`src/rtl/byte_ring_buffer_top_defines.svh`:
```
// Assertion macros for the byte ring buffer.
// Used by byte_ring_buffer_top; depends on clk and rst_n in the using scope.
`ifndef BYTE_RING_BUFFER_TOP_DEFINES_SVH
`define BYTE_RING_BUFFER_TOP_DEFINES_SVH

`ifndef SYNTHESIS
`define BRB_ASSERT_IMP(lbl, ante, cons) \
  lbl: assert property (@(posedge clk) disable iff (!rst_n) (ante) |-> (cons)) \
    else $error("byte ring buffer check failed");
`define BRB_ASSERT_NXT(lbl, ante, cons) \
  lbl: assert property (@(posedge clk) disable iff (!rst_n) (ante) |=> (cons)) \
    else $error("byte ring buffer check failed");
`else
`define BRB_ASSERT_IMP(lbl, ante, cons)
`define BRB_ASSERT_NXT(lbl, ante, cons)
`endif

`endif

```
`src/rtl/brb_pkg.sv`:
```
// Shared types and constants for the byte ring buffer.
// No dependencies.
package brb_pkg;

  localparam int BYTE_W      = 8;
  localparam int CMD_W       = 3;
  localparam int CFG_W       = 4;
  localparam int CNT_W       = 7;
  localparam int BLK_BYTES   = 8;
  localparam int BLK_W       = BLK_BYTES * BYTE_W;
  localparam int IDX_W       = 3;
  localparam int SIZE_LG_MIN = 1;
  localparam int SIZE_LG_MAX = 8;
  localparam int SIZE_LG_RST = 8;

  typedef enum logic [CMD_W-1:0] {
    CMD_WRITE       = 3'd0,
    CMD_READ        = 3'd1,
    CMD_READ_BLOCK  = 3'd2,
    CMD_PEEK        = 3'd3,
    CMD_WRITE_BLOCK = 3'd4
  } cmd_t;

  typedef enum logic [2:0] {
    ST_IDLE,
    ST_DECODE,
    ST_RREQ,
    ST_RDATA,
    ST_WBLK
  } state_t;

endpackage

```
`src/rtl/brb_ram.sv`:
```
// Generic single-write, single-read RAM with registered read data.
// No dependencies.
module brb_ram #(
  parameter int WIDTH = 8,
  parameter int DEPTH = 256
) (
  input  logic                     clk,
  input  logic                     we,
  input  logic [$clog2(DEPTH)-1:0] waddr,
  input  logic [WIDTH-1:0]         wdata,
  input  logic                     re,
  input  logic [$clog2(DEPTH)-1:0] raddr,
  output logic [WIDTH-1:0]         rdata
);

  logic [WIDTH-1:0] mem [DEPTH];
  logic [WIDTH-1:0] rdata_r;

  always_ff @(posedge clk) begin
    if (we) begin
      mem[waddr] <= wdata;
    end
    if (re) begin
      rdata_r <= mem[raddr];
    end
  end

  assign rdata = rdata_r;

endmodule

```
`src/rtl/byte_ring_buffer_top.sv`:
```
// Byte ring buffer: store in brb_ram, read/write pointers, one-result output register.
// Write, any failure: loaded in DECODE; read, peek: RAM read in DECODE, loaded from RDATA.
// Write_block: WBLK stores bytes in turn; read_block: request, then data, per RAM read.
// One transaction in flight; the next is accepted while the last result waits at the output.
// Synchronous active-low reset clears pointers, state and output valid; size_log2 resets to 8.
// Depends on brb_pkg, brb_ram and byte_ring_buffer_top_defines.svh.
`include "byte_ring_buffer_top_defines.svh"

module byte_ring_buffer_top #(
  parameter int MAX_DEPTH      = 256,
  parameter int MAX_READ_BLOCK = 64
) (
  input  logic                          clk,
  input  logic                          rst_n,
  input  logic                          cfg_wr_en,
  input  logic [brb_pkg::CFG_W-1:0]     cfg_wr_data,
  input  logic                          in_valid,
  output logic                          in_stall,
  input  logic [brb_pkg::CMD_W-1:0]     in_command,
  input  logic [brb_pkg::BYTE_W-1:0]    in_data_byte,
  input  logic [brb_pkg::BLK_W-1:0]     in_block_bytes,
  input  logic [brb_pkg::CNT_W-1:0]     in_count,
  input  logic [brb_pkg::BYTE_W-1:0]    in_offset,
  output logic                          out_valid,
  input  logic                          out_stall,
  output logic [brb_pkg::BYTE_W-1:0]    out_byte,
  output logic                          out_ok,
  output logic                          out_last,
  output logic [brb_pkg::BYTE_W-1:0]    out_fill_level
);

  localparam int LgFloor  = $clog2(MAX_DEPTH + 1) - 1;
  localparam int LgMax    = (LgFloor > brb_pkg::SIZE_LG_MAX) ? brb_pkg::SIZE_LG_MAX : LgFloor;
  localparam int AW       = LgMax;
  localparam int MemDepth = 1 << AW;

  brb_pkg::state_t state_r, state_nxt;

  logic [brb_pkg::CFG_W-1:0]  size_log2_r;
  logic [AW-1:0]              rp_r, rp_nxt;
  logic [AW-1:0]              wp_r, wp_nxt;
  logic [brb_pkg::CNT_W-1:0]  rem_r, rem_nxt;
  logic [brb_pkg::IDX_W-1:0]  idx_r, idx_nxt;

  logic [brb_pkg::CMD_W-1:0]  cmd_r;
  logic [brb_pkg::BYTE_W-1:0] data_r;
  logic [brb_pkg::BLK_W-1:0]  block_r;
  logic [brb_pkg::CNT_W-1:0]  cnt_r;
  logic [brb_pkg::BYTE_W-1:0] off_r;

  logic                       out_valid_r;
  logic [brb_pkg::BYTE_W-1:0] ob_r, ob_nxt;
  logic                       ok_r, ok_nxt;
  logic                       last_r, last_nxt;
  logic [brb_pkg::BYTE_W-1:0] fill_r, fill_nxt;
  logic                       out_load;

  logic                       ram_we, ram_re;
  logic [AW-1:0]              ram_waddr, ram_raddr;
  logic [brb_pkg::BYTE_W-1:0] ram_wdata, ram_rdata;

  logic [brb_pkg::CFG_W-1:0]  lg_clamp, eff_lg;
  logic [AW-1:0]              mask, len, room, peek_addr;
  logic                       out_free, wr_full, rd_empty, rb_bad, pk_ok, wb_bad, wb_last;
  logic                       in_accept;

  brb_ram #(
    .WIDTH (brb_pkg::BYTE_W),
    .DEPTH (MemDepth)
  ) u_ram (
    .clk   (clk),
    .we    (ram_we),
    .waddr (ram_waddr),
    .wdata (ram_wdata),
    .re    (ram_re),
    .raddr (ram_raddr),
    .rdata (ram_rdata)
  );

  assign lg_clamp = (size_log2_r < brb_pkg::CFG_W'(brb_pkg::SIZE_LG_MIN)) ?
                    brb_pkg::CFG_W'(brb_pkg::SIZE_LG_MIN) :
                    (size_log2_r > brb_pkg::CFG_W'(brb_pkg::SIZE_LG_MAX)) ?
                    brb_pkg::CFG_W'(brb_pkg::SIZE_LG_MAX) : size_log2_r;
  assign eff_lg   = (lg_clamp > brb_pkg::CFG_W'(LgMax)) ? brb_pkg::CFG_W'(LgMax) : lg_clamp;

  always_comb begin
    for (int i = 0; i < AW; i++) begin
      mask[i] = (brb_pkg::CFG_W'(i) < eff_lg);
    end
  end

  assign len       = (wp_r - rp_r) & mask;
  assign room      = mask - len;
  assign peek_addr = (rp_r + off_r[AW-1:0]) & mask;
  assign out_free  = !out_valid_r || !out_stall;
  assign in_accept = in_valid && !in_stall;
  assign in_stall  = (state_r != brb_pkg::ST_IDLE);

  assign wr_full  = (len == mask);
  assign rd_empty = (len == '0);
  assign rb_bad   = (cnt_r == '0) || (cnt_r > brb_pkg::CNT_W'(MAX_READ_BLOCK)) ||
                    (9'(cnt_r) > 9'(len));
  assign pk_ok    = (9'(off_r) < 9'(len));
  assign wb_bad   = (cnt_r > brb_pkg::CNT_W'(brb_pkg::BLK_BYTES)) || (9'(cnt_r) > 9'(room));
  assign wb_last  = (brb_pkg::CNT_W'(idx_r) + brb_pkg::CNT_W'(1) == cnt_r);

  always_comb begin
    state_nxt = state_r;
    case (state_r)
      brb_pkg::ST_IDLE: begin
        if (in_accept) begin
          state_nxt = brb_pkg::ST_DECODE;
        end
      end
      brb_pkg::ST_DECODE: begin
        if (out_free) begin
          state_nxt = brb_pkg::ST_IDLE;
          case (cmd_r)
            brb_pkg::CMD_READ: begin
              if (!rd_empty) state_nxt = brb_pkg::ST_RDATA;
            end
            brb_pkg::CMD_READ_BLOCK: begin
              if (!rb_bad) state_nxt = brb_pkg::ST_RDATA;
            end
            brb_pkg::CMD_PEEK: begin
              if (pk_ok) state_nxt = brb_pkg::ST_RDATA;
            end
            brb_pkg::CMD_WRITE_BLOCK: begin
              if (!wb_bad && cnt_r != '0) state_nxt = brb_pkg::ST_WBLK;
            end
            default: state_nxt = brb_pkg::ST_IDLE;
          endcase
        end
      end
      brb_pkg::ST_RREQ: begin
        state_nxt = brb_pkg::ST_RDATA;
      end
      brb_pkg::ST_RDATA: begin
        if (out_free) begin
          state_nxt = (rem_r != '0) ? brb_pkg::ST_RREQ : brb_pkg::ST_IDLE;
        end
      end
      brb_pkg::ST_WBLK: begin
        if (wb_last && out_free) begin
          state_nxt = brb_pkg::ST_IDLE;
        end
      end
      default: state_nxt = brb_pkg::ST_IDLE;
    endcase
  end

  always_comb begin
    rp_nxt    = rp_r;
    wp_nxt    = wp_r;
    rem_nxt   = rem_r;
    idx_nxt   = idx_r;
    ram_we    = 1'b0;
    ram_waddr = wp_r;
    ram_wdata = data_r;
    ram_re    = 1'b0;
    ram_raddr = rp_r;
    out_load  = 1'b0;
    ob_nxt    = '0;
    ok_nxt    = 1'b0;
    last_nxt  = 1'b1;
    case (state_r)
      brb_pkg::ST_DECODE: begin
        idx_nxt = '0;
        if (out_free) begin
          case (cmd_r)
            brb_pkg::CMD_WRITE: begin
              out_load = 1'b1;
              if (!wr_full) begin
                ram_we = 1'b1;
                wp_nxt = (wp_r + AW'(1)) & mask;
                ok_nxt = 1'b1;
              end
            end
            brb_pkg::CMD_READ: begin
              if (rd_empty) begin
                out_load = 1'b1;
              end else begin
                ram_re  = 1'b1;
                rp_nxt  = (rp_r + AW'(1)) & mask;
                rem_nxt = '0;
              end
            end
            brb_pkg::CMD_READ_BLOCK: begin
              if (rb_bad) begin
                out_load = 1'b1;
              end else begin
                ram_re  = 1'b1;
                rp_nxt  = (rp_r + AW'(1)) & mask;
                rem_nxt = cnt_r - brb_pkg::CNT_W'(1);
              end
            end
            brb_pkg::CMD_PEEK: begin
              if (pk_ok) begin
                ram_re    = 1'b1;
                ram_raddr = peek_addr;
                rem_nxt   = '0;
              end else begin
                out_load = 1'b1;
              end
            end
            brb_pkg::CMD_WRITE_BLOCK: begin
              if (wb_bad) begin
                out_load = 1'b1;
              end else if (cnt_r == '0) begin
                out_load = 1'b1;
                ok_nxt   = 1'b1;
              end
            end
            default: out_load = 1'b1;
          endcase
        end
      end
      brb_pkg::ST_RREQ: begin
        ram_re  = 1'b1;
        rp_nxt  = (rp_r + AW'(1)) & mask;
        rem_nxt = rem_r - brb_pkg::CNT_W'(1);
      end
      brb_pkg::ST_RDATA: begin
        if (out_free) begin
          out_load = 1'b1;
          ob_nxt   = ram_rdata;
          ok_nxt   = 1'b1;
          last_nxt = (rem_r == '0);
        end
      end
      brb_pkg::ST_WBLK: begin
        if (!wb_last || out_free) begin
          ram_we    = 1'b1;
          ram_wdata = block_r[{idx_r, 3'b000} +: brb_pkg::BYTE_W];
          wp_nxt    = (wp_r + AW'(1)) & mask;
          idx_nxt   = idx_r + brb_pkg::IDX_W'(1);
          if (wb_last) begin
            out_load = 1'b1;
            ok_nxt   = 1'b1;
          end
        end
      end
      default: begin
        idx_nxt = idx_r;
      end
    endcase
  end

  assign fill_nxt = brb_pkg::BYTE_W'((wp_nxt - rp_nxt) & mask);

  always_ff @(posedge clk) begin
    if (!rst_n) begin
      state_r     <= brb_pkg::ST_IDLE;
      size_log2_r <= brb_pkg::CFG_W'(brb_pkg::SIZE_LG_RST);
      rp_r        <= '0;
      wp_r        <= '0;
      out_valid_r <= 1'b0;
    end else begin
      state_r <= state_nxt;
      if (cfg_wr_en) begin
        size_log2_r <= cfg_wr_data;
        rp_r        <= '0;
        wp_r        <= '0;
      end else begin
        rp_r <= rp_nxt;
        wp_r <= wp_nxt;
      end
      if (out_load) begin
        out_valid_r <= 1'b1;
      end else if (!out_stall) begin
        out_valid_r <= 1'b0;
      end
    end
  end

  always_ff @(posedge clk) begin
    rem_r <= rem_nxt;
    idx_r <= idx_nxt;
    if (in_accept) begin
      cmd_r   <= in_command;
      data_r  <= in_data_byte;
      block_r <= in_block_bytes;
      cnt_r   <= in_count;
      off_r   <= in_offset;
    end
    if (out_load) begin
      ob_r   <= ob_nxt;
      ok_r   <= ok_nxt;
      last_r <= last_nxt;
      fill_r <= fill_nxt;
    end
  end

  assign out_valid      = out_valid_r;
  assign out_byte       = ob_r;
  assign out_ok         = ok_r;
  assign out_last       = last_r;
  assign out_fill_level = fill_r;

  `BRB_ASSERT_IMP(a_load_free, out_load, (!out_valid_r || !out_stall))
  `BRB_ASSERT_NXT(a_wp_hold,
                  (state_r != brb_pkg::ST_DECODE && state_r != brb_pkg::ST_WBLK && !cfg_wr_en),
                  $stable(wp_r))
  `BRB_ASSERT_NXT(a_rp_hold,
                  (state_r != brb_pkg::ST_DECODE && state_r != brb_pkg::ST_RREQ && !cfg_wr_en),
                  $stable(rp_r))
  `BRB_ASSERT_IMP(a_rdata_src, (state_r == brb_pkg::ST_RDATA),
                  ($past(state_r) == brb_pkg::ST_DECODE || $past(state_r) == brb_pkg::ST_RREQ ||
                   $past(state_r) == brb_pkg::ST_RDATA))

endmodule
```
`config.mk`:
```
export PLATFORM = sky130hd
export DESIGN_NAME = byte_ring_buffer_top
export DESIGN_NICKNAME = d
export VERILOG_FILES = /design/src/rtl/brb_pkg.sv /design/src/rtl/brb_ram.sv /design/src/rtl/byte_ring_buffer_top.sv
export VERILOG_INCLUDE_DIRS = /design/src /design/src/rtl
export SDC_FILE = /design/constraint.sdc
export NUM_CORES = 2
export LEC_CHECK = 0
export ABC_AREA = 1
export BUFFER_PORTS_ARGS = -buffer_cell sky130_fd_sc_hd__buf_4
export CAP_MARGIN = 20
export CORE_MARGIN = 2
export CORE_UTILIZATION = 45
export DETAILED_ROUTE_END_ITERATION = 6
export HOLD_SLACK_MARGIN = 0.02
export PLACE_DENSITY = 0.63
export SLEW_MARGIN = 15
export SYNTH_ARGS = -nofsm -noshare
export SYNTH_HDL_FRONTEND = slang
export SYNTH_SLANG_ARGS = --single-unit
```
`constraint.sdc`:
```
create_clock -name clk -period 38.5 [get_ports clk]
set_input_delay 7.7 -clock clk [delete_from_list [all_inputs] [get_ports clk]]
set_output_delay 7.7 -clock clk [all_outputs]
set_load 0.005 [all_outputs]
```
Word-level counts from Yosys, hierarchy flattened

Memories as Yosys holds them, arrays and structs flattened. A register that Yosys moved wholly into a read port is not among the register bits.
Index checks and enable logic that the tools add are counted.

$add $sub $neg: 10
$lt $le $gt $ge: 16
Equality and inequality tests: 20
Shifts and indexed selects: 1
Multiplexer cells: 68
Bitwise gates (word level): 6
Reductions and logical operators: 28

Operators with widths:

| operator                                                  | number |
|---|---|
| two-way mux 8 bit                                         | 13 |
| indexed part select 64 x 7 -> 8 bit                       | 1 |
| case mux 8 bit (2 select lines)                           | 3 |
| AND 8 bit                                                 | 5 |
| two-way mux 7 bit                                         | 4 |
| subtractor 8 bit                                          | 3 |
| two-way mux 1 bit                                         | 23 |
| case mux 7 bit (3 select lines)                           | 1 |
| two-way mux 3 bit                                         | 6 |
| adder 8 x 1 -> 8 bit, second input constant               | 2 |
| > comparator 7 x 8 -> 1 bit                               | 2 |
| less-than comparator 3 x 4 -> 1 bit, first input constant | 4 |
| case mux 3 bit (5 select lines)                           | 1 |
| zero test 7 bit                                           | 2 |
| case mux 7 bit (2 select lines)                           | 1 |
| nonzero test 7 bit                                        | 2 |
| subtractor 7 x 1 -> 7 bit, second input constant          | 2 |
| == test 3 x 2 -> 1 bit, second input constant             | 4 |
| two-way mux 4 bit                                         | 3 |
| case mux 3 bit (4 select lines)                           | 1 |
| inequality test 2 bit, second input constant              | 5 |
| inequality test 3 bit, second input constant              | 3 |
| case mux 1 bit (3 select lines)                           | 3 |
| adder 8 bit                                               | 1 |
| 31 further kinds                                          | 54 |

Bits in registers: 142
Memory bits (writable): 2048
Input bits: 99
Output and inout bits: 20
Logic and storage cells: 166
Memories: 1

Memories:

| name      | depth | width | read ports | clocked after Yosys merged registers in | wr ports | line          | source |
|---|---|---|---|---|---|---|---|
| u_ram.mem | 256   | 8     | 1          | 1                                       | 1        | brb_ram.sv:16 | `logic [WIDTH-1:0] mem [DEPTH];` |

Depth between registers and ports, before layout

Depth after elaboration: 16
Gate-level depth with buffers: 45
Depth with buffers taken out: 45

Modules after synthesis

Synthesis repeated with hierarchy kept, for this count alone.

Cell total of the unflattened synthesis: 7923
Area, all modules: 91549.1 µm²

By module, submodules not included:

| module               | times used | cells an instance | area an instance (µm²) | sequential area each (µm²) |
|---|---|---|---|---|
| brb_ram              | 1          | 7003              | 83476.3                | 61739.2 |
| byte_ring_buffer_top | 1          | 920               | 8072.7                 | 4023.9 |

Least setup slack after synthesis

No wires, ideal clock.

Path kind: in2reg
Start: input port out_stall
End: memory u_ram.mem[0][0], data pin
Library setup time: 2.188 ns
Arrival time: 18.336 ns
Required time: 36.312 ns
Setup slack: 17.976 ns
Cell stages on the path: 6
Path buffers: 1
Path through: nand2_1 nor2_1 inv_1 nand2_1 clkbuf_1 o21ai_0

Cells in the longest elaborated chain, start to end: 5

Ends and longest elaborated chain:

| item                   | line                        | source |
|---|---|---|
| start: declaration     | byte_ring_buffer_top.sv:25  | `input logic out_stall,` |
| zero test 1 bit        | --                          |  |
| logical OR 1 bit       | byte_ring_buffer_top.sv:95  | `assign out_free = !out_valid_r \|\| !out_stall;` |
| logical OR 1 bit       | byte_ring_buffer_top.sv:232 | `if (!wb_last \|\| out_free) begin` |
| two-way mux 8 bit      | byte_ring_buffer_top.sv:232 |  |
| two-way mux 8 bit      | byte_ring_buffer_top.sv:166 | `case (state_r)` |
| via ram_wdata, one bit | byte_ring_buffer_top.sv:60  | `logic [brb_pkg::BYTE_W-1:0] ram_wdata, ram_rdata;` |
| end: declaration       | brb_ram.sv:16               |  |

The timed path passes the listed nets, and every way through them passes these cells.

Worst setup path in the final report

Start: input port out_stall
End: register u_ram.rdata_r[4], in the netlist u_ram.rdata[4], read port of u_ram.mem, data pin

Cells in the longest elaborated chain, start to end: 4
Elaborated cells on any way between the ends: 6
Those cells by class: 4 x mux; 2 x reduce/logical

Ends and longest elaborated chain:

| item                                                                 | line                        | source |
|---|---|---|
| zero test 1 bit (*)                                                  | --                          |  |
| logical OR 1 bit (*)                                                 | byte_ring_buffer_top.sv:95  |  |
| two-way mux 1 bit or two-way mux 8 bit (tied branches)               | byte_ring_buffer_top.sv:169 | `if (out_free) begin` |
| case mux 1 bit (2 select lines) or two-way mux 8 bit (tied branches) | byte_ring_buffer_top.sv:166 |  |
| end: declaration                                                     | brb_ram.sv:17               | `logic [WIDTH-1:0] rdata_r;` |

Mark *: on every way between the ends. The rest lies on a longest branch, timed or not.
A chain may end at the register's enable or synchronous reset.

==> metrics <==
die area=219,900 um2; sequential area share after synthesis=0.6759; Peak VDD IR=0.04642 mV; Placed Cells=12.04k; number of synthesized flops with an enable pin=2,174; switching power=0.001098 W; CTS Root Cell=clkbuf_16; R2R Setup Slk=28.91 ns; Final period util=0.3700; Clock power frac=0.422; remaining global-route overflow=0; clock transition at the registers of the reported paths=0.07 ns; Largest delay share family, worst path=buffers and inverters; setup TNS=0 ns; Clock Tree Buf Depth=3; Placement Cell Area=100,600 um2; largest net degree at the start of global routing=213; critical path arrival=14.86 ns; syn nets=9,641; pwr dens=46.34 nW/um2; IO Pins=119; ANT nets after route=0; max frequency=70.21 MHz; post-route setup slack=24.26 ns; FF+latch count, synth=2,198; fraction of layout cells with a size suffix above 1=0.05951; Clock Sinks=2,198; number of global-route vias before repair=64.31k; Cell Chain, Critical Path=buf_4 -> nand2_1 -> inv_1 -> nor2_4 -> nand4_2 -> nand2_4 -> buf_4 -> buf_4 -> buf_4 -> buf_4 -> buf_4 -> nand2_1 -> nand3_1 -> nand3_1 -> nand3_1 -> nand3_1 -> nand3_1 -> nand3_1 -> nand3_1 -> nand2_1; Sequential Power Share=0.534; Initial Utilization=0.4529; WHS=0.5066 ns; GP Congestion=0.8994; CP required=39.12 ns; first-pass detailed-route iteration total=6; Crit-path slowest cell=buf_4; clk_skew=0.04232 ns; R2R Path End=u_ram.rdata[4]$_DFFE_PP_; H-tree levels=4; WL final=272,100 um; Post-Syn Area=97,290 um2; combined buffer and inverter count along the critical path=7; overall routing resource usage=0.2449; area leader, netlist=edfxtp_1; top post-synthesis cells by area=edfxtp_1 (67%), nand2_1 (9.9%), nand3_1 (9.2%); via/cell ratio=5.427; vias=67.60k; share of flip-flops with an asynchronous set or reset=0; Final Cell Area=107,600 um2; core footprint=214,800 um2; first-pass GRT wire length=406,600 um; dpl ws=23.40 ns; final setup vio count=0; crit start category=primary input; Iter 0 DRT Violations=8,305; HP Class=reg2reg; CTS tree=done; CP Depth=20; Post-synth top flop=edfxtp_1; Die W=469.0 um; synth unique cells=53; Static Leakage=43.71 nW; initial antenna violation count=10; FF-to-FF path depth=30; Relative slew margins=0.2031; clock insertion delay at the later pin of the skew report=0.87 ns; max_cap viols=0; hold_sp=size_log2_r[2]$_SDFFE_PN0P_; Area Growth Syn to Fin=10.63%; Worst Path Max Fanout=84; Gate Count Post-Synth=9,485; WHS Path Cells=2; Worst Hold End=size_log2_r[2]$_SDFFE_PN0P_; port bufs=118; # rows=170; Worst setup EP type=flop; drc violations=0; Resized cells post-CTS=0; FF-to-FF Start=rp_r[1]$_SDFF_PP0_; Final min period=14.24 ns; critical path class=in2reg; sw frac=0.2201; max incr delay on CP=0.78 ns; # hold bufs at CTS=0; outcome=finished, final reports clean; Syn Area/Cell=10.26 um2; CTS Buf Count=222; DPL Wire Length=155,700 um; # nets final=9,583; yosys warns=0; Crit path top cell by count=nand3_1; share of the synthesized area in the top cell type=0.6710; Post-Layout Cell Count=12.46k; power share of the combinational group=0.043; Die Y=469.0 um; RSZ-0062 raised after global routing=false; Pins Over Slew Limit=0; wire per inst=21.84 um; Slew @ Worst Pin=1.195 ns; Post CTS Setup Buffer Count=0; Final Hold Fails=0; Power Internal=0.003890 W
==> cell usage after synthesis (2+ instances only) <==
master	n
nand2_1	2570
edfxtp_1	2174
nand3_1	1785
inv_1	1607
nor2_1	338
buf_2	275
clkbuf_1	195
o21ai_0	144
a21oi_1	69
o211ai_1	64
ha_1	54
dfxtp_1	24
buf_1	23
o22ai_1	19
nand4_1	17
nor3_1	16
xor2_1	14
nand4_2	9
xnor2_1	9
buf_4	8
o221ai_1	8
clkinv_1	6
o21ai_1	5
or2_2	5
inv_2	4
nand2_2	4
a31oi_1	3
fa_1	3
nor2_2	3
a21boi_0	2
a21o_1	2
nor4_1	2
o21a_1	2
o311ai_0	2
o31ai_2	2
==> worst reg2reg max path: cells and delay by family (launching register included) <==
kind	cells	cell delay (ns)
simple gates	18	3.28
buf+inv	7	4.27
flops	1	0.63
fa+ha+maj	2	0.62
compound gates	3	0.58
==> cell type report <==
cell class,instances,area (um2)
repair buffers,220,1857
clock inverters,127,1141
fillers,19105,107200
flip-flops and latches,2198,65760
well taps,2838,3551
clock buffers,282,5866
multi-input cells,5167,23360
inverters,1618,6085
diodes,6,15.01
==> power groups by stage <==
stage	Combinational (W)	Clock (W)	Sequential, W
after global placement	0.000209	0	0.00272
after detailed placement	0.000213	0	0.00272
after floorplan	0.000118	0	0.00275
final	0.000216	0.00211	0.00267
after CTS	0.000214	0.00213	0.00267
after global routing	0.000235	0.00222	0.00267
==> metrics by stage <==
| step | utilization | power (W) |
|---|---|---|
| global placement | 0.4679 | 0.002925 |
| floorplan | - | 0.002867 |
| detailed placement | 0.4682 | 0.002930 |
| global route | 0.5010 | 0.005122 |
| finish | 0.5010 | 0.004988 |
| CTS | 0.5008 | 0.005008 |
==> cells in the final DEF, fill, tap and decap left out, types with 4 or more instances in the layout <==
cell type / synthesis / layout
nor3_1: 16 / 16
diode_2: 0 / 6
clkinv_2: 1 / 40
clkbuf_1: 195 / 56
inv_2: 4 / 4
clkinvlp_4: 0 / 7
o211ai_1: 64 / 64
clkinv_8: 0 / 5
o221ai_1: 8 / 8
nand3_1: 1785 / 1785
xnor2_1: 9 / 9
o22ai_1: 19 / 19
dfxtp_1: 24 / 24
nor2_1: 338 / 337
bufinv_16: 0 / 16
nand2_2: 4 / 6
inv_1: 1607 / 1605
edfxtp_1: 2174 / 2174
buf_12: 0 / 12
nand2_1: 2570 / 2566
or2_2: 5 / 5
buf_4: 8 / 204
o21ai_4: 1 / 12
clkbuf_16: 0 / 226
ha_1: 54 / 54
o21ai_0: 144 / 135
a21oi_1: 69 / 69
nand4_2: 9 / 9
nand4_1: 17 / 17
clkinv_1: 6 / 58
xor2_1: 14 / 14
==> routing by layer <==
| metal | vias to the layer above | wire [um] | global-route usage | part of all wire |
|---|---|---|---|---|
| li1 | 31108 | - | - | - |
| met1 | 32645 | 111700 | 0.3410 | 0.41 |
| met2 | 3285 | 125800 | 0.3856 | 0.46 |
| met3 | 558 | 25420 | 0.04727 | 0.093 |
| met4 | 8 | 9080 | 0.08353 | 0.033 |
| met5 | - | 58 | 0 | 0.00021 |
==> how the worst max path moves through the flow <==
stage | startpoint | end | slack, ns
4_1_cts | out_stall | u_ram.rdata[4]$_DFFE_PP_ | 24.36
3_3_place_gp | out_stall | u_ram.rdata[4]$_DFFE_PP_ | 23.58
3_5_place_dp | out_stall | u_ram.rdata[4]$_DFFE_PP_ | 23.40
5_1_grt | out_stall | u_ram.rdata[5]$_DFFE_PP_ | 23.84
2_1_floorplan | out_stall | u_ram.mem[0][0]$_DFFE_PP_ | 17.98
6_report | out_stall | u_ram.rdata[4]$_DFFE_PP_ | 24.26
==> registers in the layout, summed over array words and instances (netlist names), 4 cells and up <==
name            flops
u_ram.mem        2048
rem_r               7
u_ram.rdata         8
out_fill_level      8
out_byte            8
size_log2_r         4
data_r              8
block_r            64
cnt_r               7
rp_r                8
off_r               8
ram_waddr           8
==> cell families (layout without fill, tap and decap cells) <==
logic type               after synthesis  in the layout  synth area share
other                                  1              7        0.00003854
adder cells (fa/ha/maj)               57             57          0.007562
flip-flops                          2198           2198            0.6759
AO/OA/AOI/OAI                        328            328           0.01979
buffers and inverters               2120           2247           0.08573
AND/OR/NAND/NOR                     4758           4758            0.2089
XOR/XNOR                              23             23          0.002071
Note: power is estimated with default switching activity, not from simulation.
